--- config.mk ---
export PLATFORM = sky130hd
export DESIGN_NAME = grid_maze_path_search_top
export DESIGN_NICKNAME = d
export VERILOG_FILES = /design/src/rtl/gmps_pkg.sv /design/src/rtl/gmps_stack.sv /design/src/rtl/grid_maze_path_search_top.sv
export SDC_FILE = /design/constraint.sdc
export NUM_CORES = 2
export LEC_CHECK = 0
export BUFFER_PORTS_ARGS = -buffer_cell sky130_fd_sc_hd__clkbuf_2
export CAP_MARGIN = 20
export CORE_MARGIN = 2
export CORE_UTILIZATION = 60
export CTS_BUF_LIST = sky130_fd_sc_hd__clkbuf_8
export CTS_CLUSTER_SIZE = 25
export DETAILED_ROUTE_END_ITERATION = 8
export PLACE_DENSITY = 0.79
export SLEW_MARGIN = 10
export SYNTH_ARGS = -nofsm -noshare
export SYNTH_HDL_FRONTEND = slang
export SYNTH_HIERARCHICAL = 1
export SYNTH_SLANG_ARGS = --single-unit
--- constraint.sdc ---
create_clock -name clk -period 25.6 [get_ports clk]
set_input_delay 3.84 -clock clk [delete_from_list [all_inputs] [get_ports clk]]
set_output_delay 3.84 -clock clk [all_outputs]
set_load 0.01 [all_outputs]
--- src/rtl/gmps_pkg.sv ---
// ----------------------------------------------------------------------------
// gmps_pkg: shared definitions for the grid maze path search
// Move codes, configuration register indexes, port widths and the command
// bundle that drives the search stack memory.
// ----------------------------------------------------------------------------
`default_nettype none

package gmps_pkg;

  // Port widths fixed by the item format
  localparam int FIELD_W    = 16;
  localparam int CFG_IDX_W  = 2;
  localparam int CFG_DATA_W = 5;

  // Configuration register indexes
  localparam logic [CFG_IDX_W-1:0] REG_ROWS = 2'd0;
  localparam logic [CFG_IDX_W-1:0] REG_COLS = 2'd1;

  // Move codes, tried in this order; MOVE_DONE means all four are used up
  localparam int MOVE_W = 3;
  localparam logic [MOVE_W-1:0] MOVE_DOWN  = 3'd0;
  localparam logic [MOVE_W-1:0] MOVE_RIGHT = 3'd1;
  localparam logic [MOVE_W-1:0] MOVE_LEFT  = 3'd2;
  localparam logic [MOVE_W-1:0] MOVE_UP    = 3'd3;
  localparam logic [MOVE_W-1:0] MOVE_DONE  = 3'd4;

  // Stack memory command bundle
  typedef struct packed {
    logic wr_en;
    logic rd_en;
  } stk_cmd_t;

endpackage

`default_nettype wire

--- src/rtl/gmps_stack.sv ---
// ----------------------------------------------------------------------------
// gmps_stack: backtracking stack memory
// Holds row, column and next move for every search level below the top.
// One write port, one read port with registered read data.
// ----------------------------------------------------------------------------
`default_nettype none

module gmps_stack #(
  parameter int ROW_W = 4,
  parameter int COL_W = 4,
  parameter int DEPTH = 256,
  parameter int ADDR_W = 8
) (
  input  wire                         clk,
  input  gmps_pkg::stk_cmd_t          cmd,
  input  wire  [ADDR_W-1:0]           wr_addr,
  input  wire  [ROW_W-1:0]            wr_row,
  input  wire  [COL_W-1:0]            wr_col,
  input  wire  [gmps_pkg::MOVE_W-1:0] wr_move,
  input  wire  [ADDR_W-1:0]           rd_addr,
  output logic [ROW_W-1:0]            rd_row,
  output logic [COL_W-1:0]            rd_col,
  output logic [gmps_pkg::MOVE_W-1:0] rd_move
);

  localparam int DATA_W = ROW_W + COL_W + gmps_pkg::MOVE_W;

  logic [DATA_W-1:0] mem [DEPTH];
  logic [DATA_W-1:0] rd_data;

  // Write one level
  always_ff @(posedge clk) begin
    if (cmd.wr_en) begin
      mem[wr_addr] <= {wr_row, wr_col, wr_move};
    end
  end

  // Registered read
  always_ff @(posedge clk) begin
    if (cmd.rd_en) begin
      rd_data <= mem[rd_addr];
    end
  end

  assign {rd_row, rd_col, rd_move} = rd_data;

endmodule

`default_nettype wire

--- src/rtl/grid_maze_path_search_top.sv ---
// ----------------------------------------------------------------------------
// grid_maze_path_search_top: maze loader, backtracking path search, answer out
// Loads a maze one row at a time, searches all simple paths from the top-left
// to the bottom-right cell depth first, keeps the last path found and sends
// it out one row per transfer.
// ----------------------------------------------------------------------------
//
//  channel | ports                                  | direction
//  --------+----------------------------------------+-----------
//  input   | in_valid, in_ready, row_walls          | in
//  output  | out_valid, out_ready, path_row, last_row | out
//  config  | cfg_valid, cfg_ready, cfg_index, cfg_data | in
//
//  A row that does not complete the maze is stored and the input stays ready.
//  The completing row starts the search: each move is tried in the search state,
//  a step back passes through the reload state for the stack memory read, and a
//  path found goes through the target check and the answer copy. The search time
//  is data dependent and set by the single neighbor check unit and the stack
//  memory with its registered read.
//  Afterwards rows output transfers follow at up to one per cycle; the input
//  is ready only while no search or output run is in progress.
//  Reset is synchronous: it clears the visit marks, counters and state, and
//  sets rows and cols to their maximum of 16. Output stalls hold the run.
//
`default_nettype none

module grid_maze_path_search_top #(
  parameter int MAX_ROWS = 16,
  parameter int MAX_COLS = 16
) (
  input  wire                             clk,
  input  wire                             rst,
  // input rows
  input  wire                             in_valid,
  output logic                            in_ready,
  input  wire  [gmps_pkg::FIELD_W-1:0]    row_walls,
  // answer rows
  output logic                            out_valid,
  input  wire                             out_ready,
  output logic [gmps_pkg::FIELD_W-1:0]    path_row,
  output logic                            last_row,
  // configuration
  input  wire                             cfg_valid,
  output logic                            cfg_ready,
  input  wire  [gmps_pkg::CFG_IDX_W-1:0]  cfg_index,
  input  wire  [gmps_pkg::CFG_DATA_W-1:0] cfg_data
);

  localparam int RW     = (MAX_ROWS > 1) ? $clog2(MAX_ROWS) : 1;
  localparam int CW     = (MAX_COLS > 1) ? $clog2(MAX_COLS) : 1;
  localparam int NRW    = RW + 1;
  localparam int NCW    = CW + 1;
  localparam int STK_N  = MAX_ROWS * MAX_COLS;
  localparam int SAW    = (STK_N > 1) ? $clog2(STK_N) : 1;
  localparam int DEP_W  = $clog2(STK_N + 1) + 1;

  localparam logic [2:0] ST_IDLE   = 3'd0;
  localparam logic [2:0] ST_SEARCH = 3'd1;
  localparam logic [2:0] ST_COPY   = 3'd2;
  localparam logic [2:0] ST_POPLD  = 3'd3;
  localparam logic [2:0] ST_OUT    = 3'd4;

  logic [2:0] state;

  logic [gmps_pkg::CFG_DATA_W-1:0] rows_cfg;
  logic [gmps_pkg::CFG_DATA_W-1:0] cols_cfg;
  logic [NRW-1:0] nr;
  logic [NCW-1:0] nc;

  logic [MAX_COLS-1:0] wall_rows   [MAX_ROWS];
  logic [MAX_COLS-1:0] visit_rows  [MAX_ROWS];
  logic [MAX_COLS-1:0] answer_rows [MAX_ROWS];

  logic [NRW-1:0] load_cnt;
  logic [NRW-1:0] load_idx;
  logic [NRW-1:0] load_inc;
  logic           load_done;
  logic           in_xfer;

  logic [RW-1:0]  cur_r;
  logic [CW-1:0]  cur_c;
  logic [gmps_pkg::MOVE_W-1:0] cur_mv;
  logic [DEP_W-1:0] depth;
  logic [DEP_W-1:0] depth_m1;
  logic [DEP_W-1:0] depth_m2;
  logic           found;
  logic [RW-1:0]  copy_idx;
  logic [RW-1:0]  out_idx;

  logic [RW-1:0]  nb_r;
  logic [CW-1:0]  nb_c;
  logic           nb_ok;
  logic [RW-1:0]  visit_addr;
  logic [MAX_COLS-1:0] visit_rd;
  logic [MAX_COLS-1:0] wall_rd;
  logic           blocked;
  logic           at_target;
  logic           push;
  logic           pop;
  logic           pop_last;
  logic [MAX_COLS-1:0] colmask;

  gmps_pkg::stk_cmd_t stk_cmd;
  logic [RW-1:0]  stk_rd_row;
  logic [CW-1:0]  stk_rd_col;
  logic [gmps_pkg::MOVE_W-1:0] stk_rd_move;

  assign cfg_ready = 1'b1;
  assign in_ready  = (state == ST_IDLE);
  assign in_xfer   = in_valid && in_ready;

  // Configuration registers
  always_ff @(posedge clk) begin
    if (rst) begin
      rows_cfg <= gmps_pkg::CFG_DATA_W'(16);
      cols_cfg <= gmps_pkg::CFG_DATA_W'(16);
    end else if (cfg_valid && cfg_ready) begin
      case (cfg_index)
        gmps_pkg::REG_ROWS: rows_cfg <= cfg_data;
        gmps_pkg::REG_COLS: cols_cfg <= cfg_data;
        default: ;
      endcase
    end
  end

  // Clamp rows and cols to the supported range
  always_comb begin
    if (rows_cfg == '0) begin
      nr = NRW'(1);
    end else if (int'(rows_cfg) > MAX_ROWS) begin
      nr = NRW'(MAX_ROWS);
    end else begin
      nr = NRW'(rows_cfg);
    end
    if (cols_cfg == '0) begin
      nc = NCW'(1);
    end else if (int'(cols_cfg) > MAX_COLS) begin
      nc = NCW'(MAX_COLS);
    end else begin
      nc = NCW'(cols_cfg);
    end
    for (int c = 0; c < MAX_COLS; c++) begin
      colmask[c] = (c < int'(nc));
    end
  end

  // Row load position
  always_comb begin
    load_idx  = (int'(load_cnt) >= MAX_ROWS) ? NRW'(MAX_ROWS - 1) : load_cnt;
    load_inc  = load_idx + 1'b1;
    load_done = (load_inc >= nr);
  end

  // Neighbor for the current move
  always_comb begin
    nb_r  = cur_r;
    nb_c  = cur_c;
    nb_ok = 1'b0;
    case (cur_mv)
      gmps_pkg::MOVE_DOWN: begin
        nb_r  = cur_r + 1'b1;
        nb_ok = (({1'b0, cur_r} + 1'b1) < nr);
      end
      gmps_pkg::MOVE_RIGHT: begin
        nb_c  = cur_c + 1'b1;
        nb_ok = (({1'b0, cur_c} + 1'b1) < nc);
      end
      gmps_pkg::MOVE_LEFT: begin
        nb_c  = cur_c - 1'b1;
        nb_ok = (cur_c != '0);
      end
      gmps_pkg::MOVE_UP: begin
        nb_r  = cur_r - 1'b1;
        nb_ok = (cur_r != '0);
      end
      default: begin
        nb_ok = 1'b0;
      end
    endcase
  end

  // Shared neighbor check and step decode
  always_comb begin
    visit_addr = (state == ST_COPY) ? copy_idx : nb_r;
    visit_rd   = visit_rows[visit_addr];
    wall_rd    = wall_rows[nb_r];
    blocked    = wall_rd[nb_c] || visit_rd[nb_c];
    depth_m1   = depth - 1'b1;
    depth_m2   = depth - 2'd2;
    at_target  = ({1'b0, cur_r} == nr - 1'b1) && ({1'b0, cur_c} == nc - 1'b1);
    pop        = (state == ST_SEARCH) && (cur_mv == gmps_pkg::MOVE_DONE);
    pop_last   = pop && (depth == DEP_W'(1));
    push       = (state == ST_SEARCH) && !(at_target && cur_mv == gmps_pkg::MOVE_DOWN)
                 && (cur_mv != gmps_pkg::MOVE_DONE) && nb_ok && !blocked
                 && (int'(depth) < STK_N);
    stk_cmd.wr_en = push;
    stk_cmd.rd_en = pop && !pop_last;
  end

  gmps_stack #(
    .ROW_W  (RW),
    .COL_W  (CW),
    .DEPTH  (STK_N),
    .ADDR_W (SAW)
  ) u_stack (
    .clk     (clk),
    .cmd     (stk_cmd),
    .wr_addr (depth_m1[SAW-1:0]),
    .wr_row  (cur_r),
    .wr_col  (cur_c),
    .wr_move (cur_mv + 1'b1),
    .rd_addr (depth_m2[SAW-1:0]),
    .rd_row  (stk_rd_row),
    .rd_col  (stk_rd_col),
    .rd_move (stk_rd_move)
  );

  // Store incoming wall rows
  always_ff @(posedge clk) begin
    if (in_xfer) begin
      wall_rows[load_idx[RW-1:0]] <= MAX_COLS'(row_walls);
    end
  end

  // Visit marks: start cell on launch, mark on advance, clear on backtrack
  always_ff @(posedge clk) begin
    if (rst) begin
      for (int r = 0; r < MAX_ROWS; r++) begin
        visit_rows[r] <= '0;
      end
    end else begin
      if (in_xfer && load_done) begin
        visit_rows[0][0] <= 1'b1;
      end
      if (push) begin
        visit_rows[nb_r][nb_c] <= 1'b1;
      end
      if (pop && !pop_last) begin
        visit_rows[cur_r][cur_c] <= 1'b0;
      end
    end
  end

  // Copy the current path into the answer
  always_ff @(posedge clk) begin
    if (state == ST_COPY) begin
      answer_rows[copy_idx] <= visit_rd;
    end
  end

  // Sequencer: load, search, copy, reload top of stack, send answer
  always_ff @(posedge clk) begin
    if (rst) begin
      state     <= ST_IDLE;
      load_cnt  <= '0;
      depth     <= '0;
      found     <= 1'b0;
      out_valid <= 1'b0;
      cur_r     <= '0;
      cur_c     <= '0;
      cur_mv    <= gmps_pkg::MOVE_DOWN;
      copy_idx  <= '0;
      out_idx   <= '0;
    end else begin
      // Drop a taken answer row; the answer state refills or holds it itself
      if (out_ready && state != ST_OUT) begin
        out_valid <= 1'b0;
      end
      case (state)
        ST_IDLE: begin
          if (in_xfer) begin
            if (load_done) begin
              load_cnt <= '0;
              cur_r    <= '0;
              cur_c    <= '0;
              cur_mv   <= gmps_pkg::MOVE_DOWN;
              depth    <= DEP_W'(1);
              found    <= 1'b0;
              state    <= ST_SEARCH;
            end else begin
              load_cnt <= load_inc;
            end
          end
        end
        ST_SEARCH: begin
          if (at_target && cur_mv == gmps_pkg::MOVE_DOWN) begin
            copy_idx <= '0;
            state    <= ST_COPY;
          end else if (pop) begin
            depth <= depth_m1;
            if (pop_last) begin
              out_idx <= '0;
              state   <= ST_OUT;
            end else begin
              state <= ST_POPLD;
            end
          end else if (push) begin
            cur_r  <= nb_r;
            cur_c  <= nb_c;
            cur_mv <= gmps_pkg::MOVE_DOWN;
            depth  <= depth + 1'b1;
          end else begin
            cur_mv <= cur_mv + 1'b1;
          end
        end
        ST_COPY: begin
          copy_idx <= copy_idx + 1'b1;
          if ({1'b0, copy_idx} == nr - 1'b1) begin
            found  <= 1'b1;
            cur_mv <= gmps_pkg::MOVE_DONE;
            state  <= ST_SEARCH;
          end
        end
        ST_POPLD: begin
          cur_r  <= stk_rd_row;
          cur_c  <= stk_rd_col;
          cur_mv <= stk_rd_move;
          state  <= ST_SEARCH;
        end
        ST_OUT: begin
          if (!out_valid || out_ready) begin
            out_valid <= 1'b1;
            out_idx   <= out_idx + 1'b1;
            if ({1'b0, out_idx} == nr - 1'b1) begin
              state <= ST_IDLE;
            end
          end
        end
        default: begin
          state <= ST_IDLE;
        end
      endcase
    end
  end

  // Output payload register
  always_ff @(posedge clk) begin
    if (state == ST_OUT && (!out_valid || out_ready)) begin
      path_row <= found ? gmps_pkg::FIELD_W'(answer_rows[out_idx] & colmask) : '0;
      last_row <= ({1'b0, out_idx} == nr - 1'b1);
    end
  end

  // Stack depth stays within the cell count
  a_depth_bound: assert property (@(posedge clk) disable iff (rst)
    int'(depth) <= STK_N)
    else $error("stack depth above cell count");

  // The start cell stays marked for the whole search
  a_start_marked: assert property (@(posedge clk) disable iff (rst)
    (state == ST_SEARCH) |-> visit_rows[0][0])
    else $error("start cell lost its mark during search");

  // A search always holds at least one level
  a_search_depth: assert property (@(posedge clk) disable iff (rst)
    (state == ST_SEARCH || state == ST_COPY || state == ST_POPLD) |-> (depth != '0))
    else $error("search running with empty stack");

  // Leaving the search empties the stack
  a_out_empty: assert property (@(posedge clk) disable iff (rst)
    (state == ST_OUT) |-> (depth == '0))
    else $error("answer sent with search levels left");

endmodule

`default_nettype wire
; Word level (Yosys, flattened, before mapping)
; Memory sizes are Yosys's and may differ from the RTL's. A register that Yosys moved wholly into a read port is not among the register bits.
; Index checks and enable logic that the tools add are counted.
[classes]
add_sub_neg = 15
n_mul = 0
div_mod_pow = 0
magnitude_cmp = 27
n_eq_ne = 29
n_shift = 0
n_mux = 89
bitwise = 2
reduce_logical = 47
[op_table]
columns = operator, n
row1 = 16-bit two-way mux, 6
row2 = 4-bit two-way mux, 18
row3 = 10-bit two-way mux, 5
row4 = 3-bit two-way mux, 14
row5 = 4-bit by 5-bit less-than comparator with 1-bit output (first input constant), 8
row6 = 4-bit one-hot mux with 2 select lines, 4
row7 = 16-bit OR reduction, 2
row8 = 5-bit two-way mux, 6
row9 = 1-bit two-way mux, 25
row10 = 4-bit one-hot mux with 3 select lines, 2
row11 = 4-bit by 5-bit equality test with 1-bit output, 4
row12 = 3-bit by 5-bit less-than comparator with 1-bit output (first input constant), 4
row13 = 10-bit one-hot mux with 2 select lines, 1
row14 = 6-bit AND reduction, 3
row15 = 4-bit by 1-bit adder with 4-bit output (second input constant), 4
row16 = 16-bit AND, 1
row17 = 1-bit logical AND, 16
row18 = 3-bit one-hot mux with 5 select lines, 1
row19 = 2-bit inequality test (second input constant), 7
row20 = 3-bit by 2-bit equality test with 1-bit output (second input constant), 4
row21 = 3-bit one-hot mux with 4 select lines, 1
row22 = 4-bit nonzero test, 3
row23 = 10-bit by 1-bit adder with 10-bit output (second input constant), 1
row24 = 4-bit by 1-bit adder with 5-bit output (second input constant), 2
row25 = other kinds (37), 67
[word_totals]
reg_bits = 66
latch_bits = 0
ramBits = 3584
rom_bits = 0
input_bits = 28
output_inout_bits = 20
wordCells = 227
memories = 4
[memory_table]
columns = memory, words, width, read_ports, rd_ports_with_merged_regs, write_ports, line
row1 = u_stack.mem, 256, 11, 1, 1, 1, gmps_stack.sv:28  ; logic [DATA_W-1:0] mem [DEPTH];
row2 = answer_rows, 16, 16, 1, 1, 1, grid_maze_path_search_top.sv:72  ; logic [MAX_COLS-1:0] answer_rows [MAX_ROWS];
row3 = visit_rows, 16, 16, 1, 0, 16, grid_maze_path_search_top.sv:71  ; logic [MAX_COLS-1:0] visit_rows [MAX_ROWS];
row4 = wall_rows, 16, 16, 1, 0, 1, grid_maze_path_search_top.sv:70  ; logic [MAX_COLS-1:0] wall_rows [MAX_ROWS];

; Logic depth before layout (Yosys ltp)
[logic_depth]
ltp_word = 19
depth_mapped = 24
depth_no_buf = 17

; By module
; The synthesis kept the hierarchy.
[modules_own_cells]
columns = module, instances, cells_each, area_per_inst_um2, seq_area_each_um2
row1 = gmps_stack, 1, 4999, 108823.1, 84891.4
row2 = grid_maze_path_search_top, 1, 3249, 41639.9, 24623.6

; Least setup slack after synthesis
; Ideal clock, no wire load.
[synth_timing]
kind = reg2reg
from = reg cur_r[1]
to = mem u_stack/mem[234][0] in the netlist's numbering, enable pin
setup_time_ps = 378
arrival_time_ps = 8534
t_required_ps = 25222
setup_slack_ps = 16688
stages_incl_launch_ff = 19
synth_period_minus_slack_ps = 8912
cell_sequence = dfxtp_1 -> fa_1 -> xor2_2 -> a21oi_2 -> o31ai_4 -> buf_6 -> buf_8 -> mux4_2 -> a22oi_1 -> nand2_1 -> a2111oi_2 -> o22a_4 -> and2_1 -> buf_6 -> clkbuf_1 -> buf_1 -> nand3_1 -> clkbuf_1 -> nor2_1
[synth_between]
elab_chain_cells = 12
word_cells_on_any_way = 27
[synth_lines]
columns = item, line
row1 = from (decl), grid_maze_path_search_top.sv:80  ; logic [RW-1:0] cur_r;
row2 = from (signal assigned), grid_maze_path_search_top.sv:298  ; cur_r <= nb_r;
row3 = from (signal assigned), grid_maze_path_search_top.sv:315  ; cur_r <= stk_rd_row;
row4 = 4-bit by 1-bit subtractor with 4-bit output or 4-bit by 1-bit adder with 4-bit output (tied branches), "grid_maze_path_search_top.sv:173, grid_maze_path_search_top.sv:161"
row5 = 4-bit one-hot mux with 2 select lines (*), grid_maze_path_search_top.sv:159  ; case (cur_mv)
row6 = 4-bit two-way mux (*), grid_maze_path_search_top.sv:184  ; visit_addr = (state == ST_COPY) ? copy_idx : nb_r;
row7 = memory 16 x 16 bit (*), n/a
row8 = net visit_rd[12], grid_maze_path_search_top.sv:94  ; logic [MAX_COLS-1:0] visit_rd;
row9 = 1-bit binary-select mux with 4-bit select (*), grid_maze_path_search_top.sv:187  ; blocked = wall_rd[nb_c] || visit_rd[nb_c];
row10 = 1-bit two-way mux (not written as such) (*), grid_maze_path_search_top.sv:187
row11 = 1-bit logical OR (*), grid_maze_path_search_top.sv:187
row12 = 1-bit zero test (*), grid_maze_path_search_top.sv:194  ; && (cur_mv != gmps_pkg::MOVE_DONE) && nb_ok && !blocked
row13 = 1-bit logical AND (*), grid_maze_path_search_top.sv:194
row14 = 1-bit logical AND (*), grid_maze_path_search_top.sv:195  ; && (int'(depth) < STK_N);
row15 = net push, grid_maze_path_search_top.sv:98  ; logic push;
row16 = 1-bit two-way mux (*), gmps_stack.sv:33  ; if (cmd.wr_en) begin
row17 = 1-bit two-way mux (not written as such) (*), gmps_stack.sv:34  ; mem[wr_addr] <= {wr_row, wr_col, wr_move};
row18 = to (decl), gmps_stack.sv:28
; Mark *: on every way through the listed nets, which the timed path passes. The rest lies on a longest branch. The select of a mux whose other input is x is not followed.

; Worst setup path after layout
[layout_timing]
from = reg cur_mv[2] in the netlist's numbering
to = mem u_stack/mem[59][5] in the netlist's numbering, enable pin
[layout_between]
elab_chain_cells = 12
word_cells_on_any_way = 26
[layout_lines]
columns = item, line
row1 = from (decl), grid_maze_path_search_top.sv:82  ; logic [gmps_pkg::MOVE_W-1:0] cur_mv;
row2 = from (signal assigned), grid_maze_path_search_top.sv:261  ; cur_mv <= gmps_pkg::MOVE_DOWN;
row3 = from (signal assigned), grid_maze_path_search_top.sv:276  ; cur_mv <= gmps_pkg::MOVE_DOWN;
row4 = from (signal assigned), grid_maze_path_search_top.sv:300  ; cur_mv <= gmps_pkg::MOVE_DOWN;
row5 = 3-bit by 2-bit equality test with 1-bit output or 3-bit zero test (tied branches), "grid_maze_path_search_top.sv:159, grid_maze_path_search_top.sv:193"
row6 = 4-bit one-hot mux with 2 select lines, grid_maze_path_search_top.sv:159
row7 = 4-bit two-way mux, grid_maze_path_search_top.sv:184
row8 = memory 16 x 16 bit, n/a
row9 = 1-bit binary-select mux with 4-bit select, grid_maze_path_search_top.sv:187
row10 = 1-bit two-way mux (not written as such), grid_maze_path_search_top.sv:187
row11 = 1-bit logical OR, grid_maze_path_search_top.sv:187
row12 = 1-bit zero test, grid_maze_path_search_top.sv:194
row13 = 1-bit logical AND (*), grid_maze_path_search_top.sv:194
row14 = 1-bit logical AND (*), grid_maze_path_search_top.sv:195
row15 = 1-bit two-way mux (*), gmps_stack.sv:33
row16 = 1-bit two-way mux (not written as such) (*), gmps_stack.sv:34
; Mark *: on every way between the ends. The rest lies on a longest branch, timed or not. The select of a mux whose other input is x is not followed.

==> reports/qor.yml <==
clock_tree:
  htree_num_levels: 6
  clk_pin_slew_ps: 60
  clock_tree.root_cell: "clkbuf_8"
  cts_tree: "built"
  cts_buffer_depth: 4
  ctsHoldBuffers: 0
  clk_latency_ps: 1130
  cts_sinks: 3665
  post_cts_resized: 0
  postCtsSetupBuffers: 0
  numCtsBuffers: 573
finish:
  final_nets: 8611
  layout-drive-gt1-share_pct: 21.0
  layout_commonest_cell: "edfxtp_1"
  final_cell_mix: "edfxtp_1, mux4_2, nor2_1"
  area_growth_pct: 9.26
  final_cells: 12300
route:
  postRouteAntennaNets: 0
  drt_iter0_markers: 14300
  first_pass_iters: 8
  viasPerCell: 6.91
  vias: 85000
  remaining_drc_errors: 0
  routed_wl_um: 395000
  post_drt_wl_per_cell_um: 32.2
critical_path:
  critPathArrivalTime_ps: 9630
  cp-end-kind: "flip-flop"
  crit_path_cell_trace: "inv_1, ha_1, buf_4, fa_4, buf_4, mux2i_1, mux2i_1, mux4_2, nand2_1, a211oi_1, nor4_1, nand4_1, and4bb_1, and2_1, buf_4, nand4_1, buf_4, nor2_1"
  cp.required_ps: 26270
  cp-start-kind: "flip-flop"
  cpMostUsedCell: "buf_4"
  crit_path_max_fanout: 57
  worstPathBufferInverterCount: 5
  critical-path-slowest-cell: "fa_4"
  crit_family: "simple AND/OR/NAND/NOR gates"
  crit_type: "reg2reg"
  max_stage_delay_ps: 1250
timing:
  setup_viol: 0
  final_hold_viol_count: 0
  fmax_ghz: 0.112
  whs_ps: 515
  worst_pin_slew_ps: 1360
  maxSlewHeadroom_pct: 9.27
  setup_tns_ps: 0
  min_period_ps: 8970
  rsz0062_at_grt: "no"
  fin_skew_ps: 89.7
  fin_crit_sh_pct: 35.0
  finalMaxSlewViolations: 0
power_and_ir_drop:
  total_power_mw: 12.5
  ir_drop_uv: 59.8
  power_leakage_nw: 52.8
  p_per_area_nw_per_um2: 76.3
floorplanning:
  die_w_um: 505
  coreArea_um2: 249000
  num_rows: 183
  initial_core_util_pct: 60.5
  die_area_um2: 255000
  die_y_um: 505
  io_pins: 48
placed_design:
  placed_cells: 11200
  globalplace.congestion: 1.06
  io_buffers: 46
  dp_hpwl_um: 237000
synth:
  netlist_area_um2: 150000
  ys_seq_area_share_pct: 72.8
  postSynthCellCount: 8248
  ys.flop_type: "edfxtp_1"
  synthDistinctLibCells: 108
  synth-seq-cells: 3665
  synth_edf_count: 3611
  syn-mean-instance-area_um2: 18.2
  synth_nets: 8326
  yosysWarnings: 6
  async_flop_share_pct: 0
global_route:
  antenna_found_initial: 13
  overflow: 0
  track_usage_pct: 30.8
  grt_max_degree: 199
  grt_pass1_vias: 83100
  grt_pass1_wl_um: 572000
worst_hold_path:
  hold_class: "reg2reg"
run:
  cap_violations: 0
run_status:
  status: "finished, final reports clean"
==> metrics by stage <==
stage / setup WS [ps] / area [µm²] / util [%]
final: 16630 / 164000 / 66.1
after global routing: 16350 / 164000 / 66.1
after CTS: 16900 / 164000 / 65.9
after detailed placement: 16880 / 154000 / 61.8
after global placement: 17030 / 154000 / 61.8
after floorplan: 16690 / 150000 / -
==> cell usage after synthesis, drive strengths merged (23+ instances only) <==
cell     count  area [µm²]
a2111oi     24         265
a211oi      64         480
a21boi      28         214
a21o       201        1510
a21oi      218        1110
a221oi      40         350
a22o        38         333
a22oi      164        1250
and2        28         175
and3        31         194
buf        299        2040
clkbuf     265         995
dfxtp       54        1080
edfxtp    3611      108000
ha          48         601
inv         37         139
mux2i      460        4600
mux4       749       16900
nand2      381        1440
nand2b      23         151
nand3      101         526
nand4       31         209
nor2       649        2450
nor2b       33         206
nor3        80         422
nor4        40         282
o21ai      134         757
o221ai      53         482
o22ai       98         613
xnor2       25         219
==> layer usage <==
layer  part of all wire [%]  vias up  GRT usage (%)
li1                       -    34200              -
met1                     35    42700           42.1
met2                     46     6939           46.2
met3                     14     1093           9.39
met4                    5.2       14           14.1
met5                  0.025        -              0
==> path summary, 6_finish.rpt <==
check	from	to	slack, ps	depth (start not counted)
max reg2reg	cur_mv[2]	u_stack/mem[59][5]	16630	18
min	depth[9]	depth[9]	520	2
min reg2reg	depth[9]	depth[9]	520	2
max	cur_mv[2]	u_stack/mem[59][5]	16630	18
==> cells by family (layout without fill, tap and decap cells) <==
logic type      Yosys count  count (layout)  share of synthesized area [%]
fa+ha+maj                50              50                          0.426
buf+inv                 603            1308                           2.11
mux                    1224            1224                           14.4
simple gates           1457            1457                           4.32
flops                  3665            3665                           72.8
compound gates         1205            1205                           5.71
xor+xnor                 43              43                          0.255
other cells               1              10                        0.00249
==> report_power, final <==
part           internal, mW  switching, mW  total [mW]
clock                  2.26           2.23        4.50
sequential             6.67         0.0244        6.70
combinational         0.475          0.869        1.34
==> registers in the layout, indices dropped and copies added, names as in the netlist, 3 cells and up, named ones only <==
signal	flops
load_cnt	5
u_stack/rd_data	11
depth	10
path_row	16
wall_rows	256
state	3
cur_mv	3
out_idx	4
visit_rows	256
copy_idx	4
u_stack/mem	2816
answer_rows	256
cols_cfg	5
rows_cfg	5
cur_c	4
cur_r	4
==> worst reg2reg max path, stage by stage (launching register included) <==
cell	delay, ps
dfxtp_1	500
inv_1	110
ha_1	210
buf_4	240
fa_4	1260
buf_4	850
mux2i_1	380
mux2i_1	120
mux4_2	500
nand2_1	110
a211oi_1	160
nor4_1	350
nand4_1	320
and4bb_1	700
and2_1	200
buf_4	360
nand4_1	870
buf_4	530
nor2_1	790
==> layout make-up <==
cell class,count,area (µm²)
Timing Repair Buffer,274,2190
Multi-Input combinational cell,3980,38100
Sequential cell,3665,110000
Clock buffer,590,8120
Antenna cell,9,22.5
Clock inverter,405,2080
Tap cell,3330,4170
Fill cell,15600,84500
Inverter,39,171
Note: power is estimated with default switching activity, not from simulation.
